--- config.mk ---
export PLATFORM = sky130hd
export DESIGN_NAME = recent_history_filter_unit
export DESIGN_NICKNAME = d
export VERILOG_FILES = /design/src/rtl/rhf_pkg.sv /design/src/rtl/rhf_ram.sv /design/src/rtl/rhf_slots.sv /design/src/rtl/recent_history_filter_unit.sv
export SDC_FILE = /design/constraint.sdc
export NUM_CORES = 2
export LEC_CHECK = 0
export ABC_CLOCK_PERIOD_IN_PS = 3800
export BUFFER_PORTS_ARGS = -buffer_cell sky130_fd_sc_hd__buf_2
export CORE_UTILIZATION = 40
export DETAILED_ROUTE_END_ITERATION = 10
export GPL_ROUTABILITY_DRIVEN = 0
export HOLD_SLACK_MARGIN = 0.02
export PLACE_DENSITY_LB_ADDON = 0.2
export SLEW_MARGIN = 30
export SYNTH_ARGS = -nofsm -noshare
export SYNTH_HDL_FRONTEND = slang
export SYNTH_SLANG_ARGS = --single-unit
--- constraint.sdc ---
create_clock -name clk -period 3.8 [get_ports clk]
set_input_delay 0.76 -clock clk [delete_from_list [all_inputs] [get_ports clk]]
set_output_delay 0.76 -clock clk [all_outputs]
set_load 0.02 [all_outputs]
--- src/rtl/rhf_pkg.sv ---
// Shared types and constants for the recent history filter.
`timescale 1ns / 1ps

package rhf_pkg;

	// Widths of the request and response fields.
	localparam int CLASS_W = 2;
	localparam int INDEX_W = 16;
	localparam int KEY_W   = INDEX_W + 1;

	// Request opcodes.
	typedef enum logic {
		OP_QUERY = 1'b0,
		OP_PUSH  = 1'b1
	} op_t;

	// Control sequencer states.
	typedef enum logic [1:0] {
		ST_IDLE,
		ST_SCAN,
		ST_DRAIN,
		ST_DONE
	} state_t;

endpackage

--- src/rtl/rhf_ram.sv ---
// Generic single-write, single-read RAM with a registered read port.
`timescale 1ns / 1ps

module rhf_ram #(
	parameter int WIDTH = 16,
	parameter int DEPTH = 128,
	localparam int AW = (DEPTH > 1) ? $clog2(DEPTH) : 1
) (
	input  logic             clk,
	input  logic             we,
	input  logic [AW-1:0]    waddr,
	input  logic [WIDTH-1:0] wdata,
	input  logic             re,
	input  logic [AW-1:0]    raddr,
	output logic [WIDTH-1:0] rdata
);

	logic [WIDTH-1:0] mem_q [DEPTH];

	// Write port.
	always_ff @(posedge clk) begin
		if (we) begin
			mem_q[waddr] <= wdata;
		end
	end

	// Read port, registered.
	always_ff @(posedge clk) begin
		if (re) begin
			rdata <= mem_q[raddr];
		end
	end

endmodule

--- src/rtl/rhf_slots.sv ---
// Per-class write slot pointers and ring-full flags.
`timescale 1ns / 1ps

module rhf_slots #(
	parameter int NUM_CLASSES = 4,
	parameter int RING_DEPTH  = 32,
	localparam int CIDX_W = (NUM_CLASSES > 1) ? $clog2(NUM_CLASSES) : 1,
	localparam int SW     = (RING_DEPTH > 1) ? $clog2(RING_DEPTH) : 1
) (
	input  logic              clk,
	input  logic              arst_n,
	input  logic [CIDX_W-1:0] cls,
	input  logic              bump,
	output logic [SW-1:0]     slot,
	output logic              full
);

	localparam logic [SW-1:0] LAST = SW'(RING_DEPTH - 1);

	logic [SW-1:0] slot_q [NUM_CLASSES];
	logic          full_q [NUM_CLASSES];

	// The selected class's pointer; the ring fills from slot zero upward.
	assign slot = slot_q[cls];
	assign full = full_q[cls];

	// Advance the pointer with wraparound; a wrap marks every slot written.
	always_ff @(posedge clk or negedge arst_n) begin
		if (!arst_n) begin
			for (int c = 0; c < NUM_CLASSES; c++) begin
				slot_q[c] <= '0;
				full_q[c] <= 1'b0;
			end
		end else if (bump) begin
			if (slot_q[cls] == LAST) begin
				slot_q[cls] <= '0;
				full_q[cls] <= 1'b1;
			end else begin
				slot_q[cls] <= slot_q[cls] + SW'(1);
			end
		end
	end

endmodule

--- src/rtl/recent_history_filter_unit.sv ---
// Top level of the recent history filter: sequencer, ring scan and response register.
//
//   Channel   Signals                                     Direction
//   request   in_valid, in_ready, opcode, class_select,   in
//             item_index
//   response  out_valid, out_ready, hit                   out
//
// A push goes from acceptance to ST_DONE, where its response is loaded. A query passes
// through ST_SCAN and ST_DRAIN before ST_DONE loads its response. The scan reads one
// ring entry per cycle from the single read port of the history RAM. ST_DONE waits until
// the response register is free, and in_ready returns in ST_IDLE after the load.
// One request is in flight at a time.
// Reset clears all pointers and full flags; the RAM is not cleared, since a
// slot counts as filled only below the class pointer or once the ring has wrapped.
// A stalled response holds in its register while the next request is accepted.
`timescale 1ns / 1ps

module recent_history_filter_unit #(
	parameter int NUM_CLASSES = 4,
	parameter int RING_DEPTH  = 32
) (
	input  logic                         clk,
	input  logic                         arst_n,
	input  logic                         in_valid,
	output logic                         in_ready,
	input  logic                         opcode,
	input  logic [rhf_pkg::CLASS_W-1:0]  class_select,
	input  logic [rhf_pkg::INDEX_W-1:0]  item_index,
	output logic                         out_valid,
	input  logic                         out_ready,
	output logic                         hit
);

	import rhf_pkg::*;

	localparam int CIDX_W = (NUM_CLASSES > 1) ? $clog2(NUM_CLASSES) : 1;
	localparam int SW     = (RING_DEPTH > 1) ? $clog2(RING_DEPTH) : 1;
	localparam int DEPTH  = NUM_CLASSES * RING_DEPTH;
	localparam int AW     = (DEPTH > 1) ? $clog2(DEPTH) : 1;
	localparam logic [AW-1:0] RD_A = AW'(RING_DEPTH);
	localparam logic [SW-1:0] LAST = SW'(RING_DEPTH - 1);
	localparam int NCW = $clog2(NUM_CLASSES + 1) + CLASS_W;

	state_t state_q, state_d;

	logic              accept;
	logic              cls_ok;
	logic [CIDX_W-1:0] cls_idx;
	logic [SW-1:0]     cur_slot;
	logic              cur_full;
	logic [AW-1:0]     base_a;

	logic              op_q;
	logic [KEY_W-1:0]  key_q;
	logic [AW-1:0]     base_q;
	logic [SW-1:0]     lim_slot_q;
	logic              lim_full_q;
	logic [SW-1:0]     scan_idx_q;
	logic              hit_acc_q;

	logic              ram_we;
	logic [AW-1:0]     ram_waddr;
	logic              ram_re;
	logic [AW-1:0]     ram_raddr;
	logic [INDEX_W-1:0] ram_rdata;

	logic              rd_vld_s1;
	logic              ent_vld_s1;

	logic              out_valid_q;
	logic              hit_q;
	logic              load_out;

	// Request decode.
	assign accept  = in_valid && in_ready;
	assign cls_ok  = (NCW'(class_select) < NCW'(NUM_CLASSES));
	assign cls_idx = CIDX_W'(class_select);
	assign base_a  = AW'(cls_idx) * RD_A;

	// Per-class pointers; a push bumps the pointer of its class.
	rhf_slots #(
		.NUM_CLASSES (NUM_CLASSES),
		.RING_DEPTH  (RING_DEPTH)
	) u_slots (
		.clk    (clk),
		.arst_n (arst_n),
		.cls    (cls_idx),
		.bump   (ram_we),
		.slot   (cur_slot),
		.full   (cur_full)
	);

	// A push writes index plus one into the current slot at acceptance.
	assign ram_we    = accept && (opcode == OP_PUSH) && cls_ok;
	assign ram_waddr = base_a + AW'(cur_slot);
	assign ram_re    = (state_q == ST_SCAN);
	assign ram_raddr = base_q + AW'(scan_idx_q);

	rhf_ram #(
		.WIDTH (INDEX_W),
		.DEPTH (DEPTH)
	) u_ram (
		.clk   (clk),
		.we    (ram_we),
		.waddr (ram_waddr),
		.wdata (item_index + INDEX_W'(1)),
		.re    (ram_re),
		.raddr (ram_raddr),
		.rdata (ram_rdata)
	);

	// Sequencer next state and handshake.
	always_comb begin
		state_d  = state_q;
		in_ready = 1'b0;
		load_out = 1'b0;
		case (state_q)
			ST_IDLE: begin
				in_ready = 1'b1;
				if (in_valid) begin
					if (opcode == OP_QUERY && cls_ok) begin
						state_d = ST_SCAN;
					end else begin
						state_d = ST_DONE;
					end
				end
			end
			ST_SCAN: begin
				if (scan_idx_q == LAST) begin
					state_d = ST_DRAIN;
				end
			end
			ST_DRAIN: begin
				state_d = ST_DONE;
			end
			ST_DONE: begin
				if (!out_valid_q || out_ready) begin
					load_out = 1'b1;
					state_d  = ST_IDLE;
				end
			end
			default: begin
				state_d = ST_IDLE;
			end
		endcase
	end

	always_ff @(posedge clk or negedge arst_n) begin
		if (!arst_n) begin
			state_q <= ST_IDLE;
		end else begin
			state_q <= state_d;
		end
	end

	// Request capture; the class limits are frozen for the whole scan.
	always_ff @(posedge clk) begin
		if (accept) begin
			op_q       <= opcode;
			key_q      <= {1'b0, item_index} + KEY_W'(1);
			base_q     <= base_a;
			lim_slot_q <= cur_slot;
			lim_full_q <= cur_full;
		end
	end

	// Scan index walks the ring one entry per cycle.
	always_ff @(posedge clk or negedge arst_n) begin
		if (!arst_n) begin
			scan_idx_q <= '0;
		end else if (accept) begin
			scan_idx_q <= '0;
		end else if (state_q == ST_SCAN && scan_idx_q != LAST) begin
			scan_idx_q <= scan_idx_q + SW'(1);
		end
	end

	// Read tag pipeline, aligned with the RAM's registered data.
	always_ff @(posedge clk or negedge arst_n) begin
		if (!arst_n) begin
			rd_vld_s1 <= 1'b0;
		end else begin
			rd_vld_s1 <= ram_re;
		end
	end

	always_ff @(posedge clk) begin
		ent_vld_s1 <= lim_full_q || (scan_idx_q < lim_slot_q);
	end

	// Hit accumulation over written entries of the ring.
	always_ff @(posedge clk or negedge arst_n) begin
		if (!arst_n) begin
			hit_acc_q <= 1'b0;
		end else if (accept) begin
			hit_acc_q <= 1'b0;
		end else if (rd_vld_s1 && ent_vld_s1 && ({1'b0, ram_rdata} == key_q)) begin
			hit_acc_q <= 1'b1;
		end
	end

	// Response register.
	always_ff @(posedge clk or negedge arst_n) begin
		if (!arst_n) begin
			out_valid_q <= 1'b0;
		end else if (load_out) begin
			out_valid_q <= 1'b1;
		end else if (out_ready) begin
			out_valid_q <= 1'b0;
		end
	end

	always_ff @(posedge clk) begin
		if (load_out) begin
			hit_q <= hit_acc_q;
		end
	end

	assign out_valid = out_valid_q;
	assign hit       = hit_q;

	// A push never reports a hit.
	a_push_no_hit: assert property (@(posedge clk) disable iff (!arst_n)
		(state_q == ST_DONE && op_q == OP_PUSH) |-> !hit_acc_q)
		else $error("push request carries a hit");

	// The history RAM is written only while no request is in flight.
	a_write_idle: assert property (@(posedge clk) disable iff (!arst_n)
		ram_we |-> (state_q == ST_IDLE))
		else $error("history write outside idle");

	// A scan always starts at the first ring entry.
	a_scan_start: assert property (@(posedge clk) disable iff (!arst_n)
		(state_q == ST_IDLE && state_d == ST_SCAN) |=> (scan_idx_q == '0))
		else $error("scan did not start at entry zero");

	// Read data is only compared on the cycle after a read was issued.
	a_read_tag: assert property (@(posedge clk) disable iff (!arst_n)
		rd_vld_s1 |-> ($past(state_q) == ST_SCAN))
		else $error("read tag without a scan read");

endmodule
==> impl_metrics.toml <==
[outcome]
status = "finished clean"

[global_routing]
grt_use_total = 0.211
grt_pass1_wl_um = 311000
grt_max_degree = 130
antenna_found_initial = 10
grt_overflow = 0
grt_pass1_vias = 40300

[critical_path]
cp-end-kind = "register"
crit_path_start_kind = "register"
crit_arrival_ns = 4.19
crit_type = "register to register"
cp.required_ns = 4.48
worstPathMaxFanout = 23

[finish]
area_growth_pct = 16.2
num-nets-final = 4175
final_cell_mix = "edfxtp_1 (2,090), mux4_2 (515), buf_4 (282), clkbuf_16 (220), mux2i_1 (200)"
final_common_cell = "edfxtp_1"
drive_gt1_frac = 0.307

[sta]
fmax_mhz = 285
drv_slew = 0
setup_viol = 0
whs_ns = 0.207
fin_crit_ns = 3.50
tightestPinTransition_ns = 1.08
grt_setup_unrepaired = "false"
final.period_utilization = 0.922
hold_violations = 0
slew_headroom = 0.283
skew_ns = 0.0522

[pwr]
power.total_mw = 64.6
p_int_mw = 44.9
leakagePower_nw = 30.2
p_sw_mw = 19.7
power_density_mw_per_mm2 = 674
switching_share = 0.305
vdd.ir_drop.worst_uv = 485
pwr-share-comb = 0.278
clkPwrFrac = 0.310
share_seq_of_total_power = 0.412

[route]
drc = 0
via_per_inst = 5.67
first_iter_violations = 4147
wl_per_cell_um = 31.2
wl_um = 219000
dr.pass1.iters = 6
detail-route-antenna-nets = 0
dr_total_vias = 39700

[logic_synthesis]
yosysSeqAreaShare = 0.772
synth_cell_types = 63
synthCells = 3727
synthFlopType = "edfxtp_1"
syn-cell-area_mm2 = 0.0824
yosys_warnings = 0
synth_nets = 3765
yosysTopAreaCell = "edfxtp_1"
synth-edff-count = 2090
syn_area_per_cell_um2 = 22.1
yosysTopAreaCellShare = 0.761
async_flop_share = 0.0160
synth_area_leaders = "edfxtp_1 (76%), mux4_2 (14%), mux2i_1 (2.4%)"
synth-seq-cells = 2125

[clocking]
htreeDepth = 4
clock_latency_ns = 0.86
clk_path_buf_depth = 3
cts_resized = 0
cts_root_buffer = "clkbuf_16"
clkSinkCount = 2125
cts_made_buffers = 217
cts_tree = "built"
clk_pin_slew_worst_paths_ns = 0.06

[die]
start_util = 0.403
die_area_mm2 = 0.208
ios = 26
rows = 166
core_mm2 = 0.205
die_h_um = 456
die_x_um = 456

[place]
io_buffers = 25
hpwl_um = 137000

[min_path]
hp-class = "primary input to register"

[run]
maxCapViolations = 0
==> final timing paths <==
check / startpoint / end / slack [ns] / cells past startpoint
hold / removal: out_ready / out_valid / 0.21 / 3
hold reg to reg: lim_full_q / ent_vld_s1 / 0.44 / 1
setup reg to reg: scan_idx_q[1] / u_ram.rdata[9] / 0.30 / 9
max in group asynchronous: arst_n / scan_idx_q[1] / 2.89 / 2
min in group asynchronous: arst_n / state_q[1] / 0.44 / 2
setup / recovery: scan_idx_q[1] / u_ram.rdata[9] / 0.30 / 9
==> cell usage after synthesis (3+ instances only) <==
cell       instances
buf_2             57
dfrtp_1           34
o31ai_1            3
a211oi_1          11
xor2_1             8
o21ai_0           54
a21oi_1           43
nand2b_1          11
nor2b_1           24
o21ai_1            6
xnor2_1           27
or3_1              3
a22o_1            16
nand3b_1           6
o2111ai_1          3
or2_2              6
o22ai_1           21
nand3_1           26
and2_1             7
nand4_1            9
o221ai_1          23
buf_1             21
a21o_1             4
o211a_1            3
a221oi_1          24
and3_1             6
nor2_1           167
a311oi_1           6
mux2_2             5
mux4_2           515
a211o_1            5
a2111oi_0         10
mux2i_1          200
a22oi_1           21
inv_1             15
clkbuf_1          64
o211ai_1           9
buf_6             28
ha_1              15
nand2_1           63
buf_4             31
edfxtp_1        2090
==> stage by stage <==
step,cell area [um2],TNS [ns],utilization,instances,setup slack [ns]
2_1_floorplan,82600,-1103.04,-,3727,-1.85
3_3_place_gp,89100,0,0.435,6603,0.151
3_5_place_dp,89100,0,0.435,6605,0.0887
4_1_cts,95800,0,0.468,7002,0.366
5_1_grt,95800,0,0.468,7003,0.170
6_report,95800,0,0.468,7005,0.297
==> logic make-up after synthesis <==
group           share of synthesized area
compound gates                     0.0234
xor+xnor                          0.00372
fa+ha+maj                         0.00228
buf+inv                            0.0148
flops                               0.772
mux                                 0.166
simple gates                       0.0183
==> per-layer routing <==
metal,GRT usage,up-vias,part of all wire
met4,0.0560,0,0.025
met5,0,-,0
met3,0.0378,266,0.062
met1,0.304,21600,0.44
li1,-,16500,-
met2,0.331,1339,0.47
==> what timing repair did <==
item / 4_1_cts / 5_1_grt
hold buffers: 1 / 0
endpoints found under the hold margin: 34 / 0
buffers inserted: 0 / 0
==> critical path: stages, from the launching register on <==
cell      delay, ns
dfrtp_4        0.83
buf_12         0.28
buf_4          0.24
mux4_2         0.22
mux2i_1        0.15
nor2_1         0.19
a211oi_1       0.07
o21ai_0        0.81
o221ai_1       0.28
a21oi_1        0.20
==> registers in the layout (all words and copies together) (netlist names) <==
register / flops
u_ram.mem_q: 2048
u_slots.slot_q: 20
key_q: 17
u_ram.rdata: 16
lim_slot_q: 5
scan_idx_q: 5
u_slots.full_q: 4
base_q: 2
state_q: 2
ent_vld_s1: 1
hit: 1
hit_acc_q: 1
lim_full_q: 1
out_valid: 1
rd_vld_s1: 1
==> power groups by stage <==
stage,Sequential (mW),Combinational [mW],Clock (mW)
after global routing,26.6,18.8,21.3
final,26.6,18.0,20.0
after floorplan,26.8,10.9,0
after detailed placement,27.1,18.2,0
after CTS,26.6,18.2,20.4
after global placement,27.1,18.1,0
==> layout make-up <==
class | count | area [um2]
Fill cell | 17000 | 109000
Sequential cell | 2125 | 63600
Multi-Input combinational cell | 1383 | 18100
Clock buffer | 274 | 5710
Timing Repair Buffer | 392 | 3950
Tap cell | 2688 | 3360
Clock inverter | 122 | 915
Inverter | 18 | 70.1
Antenna cell | 3 | 7.51
No activity file was read; power rests on OpenSTA's default activity.
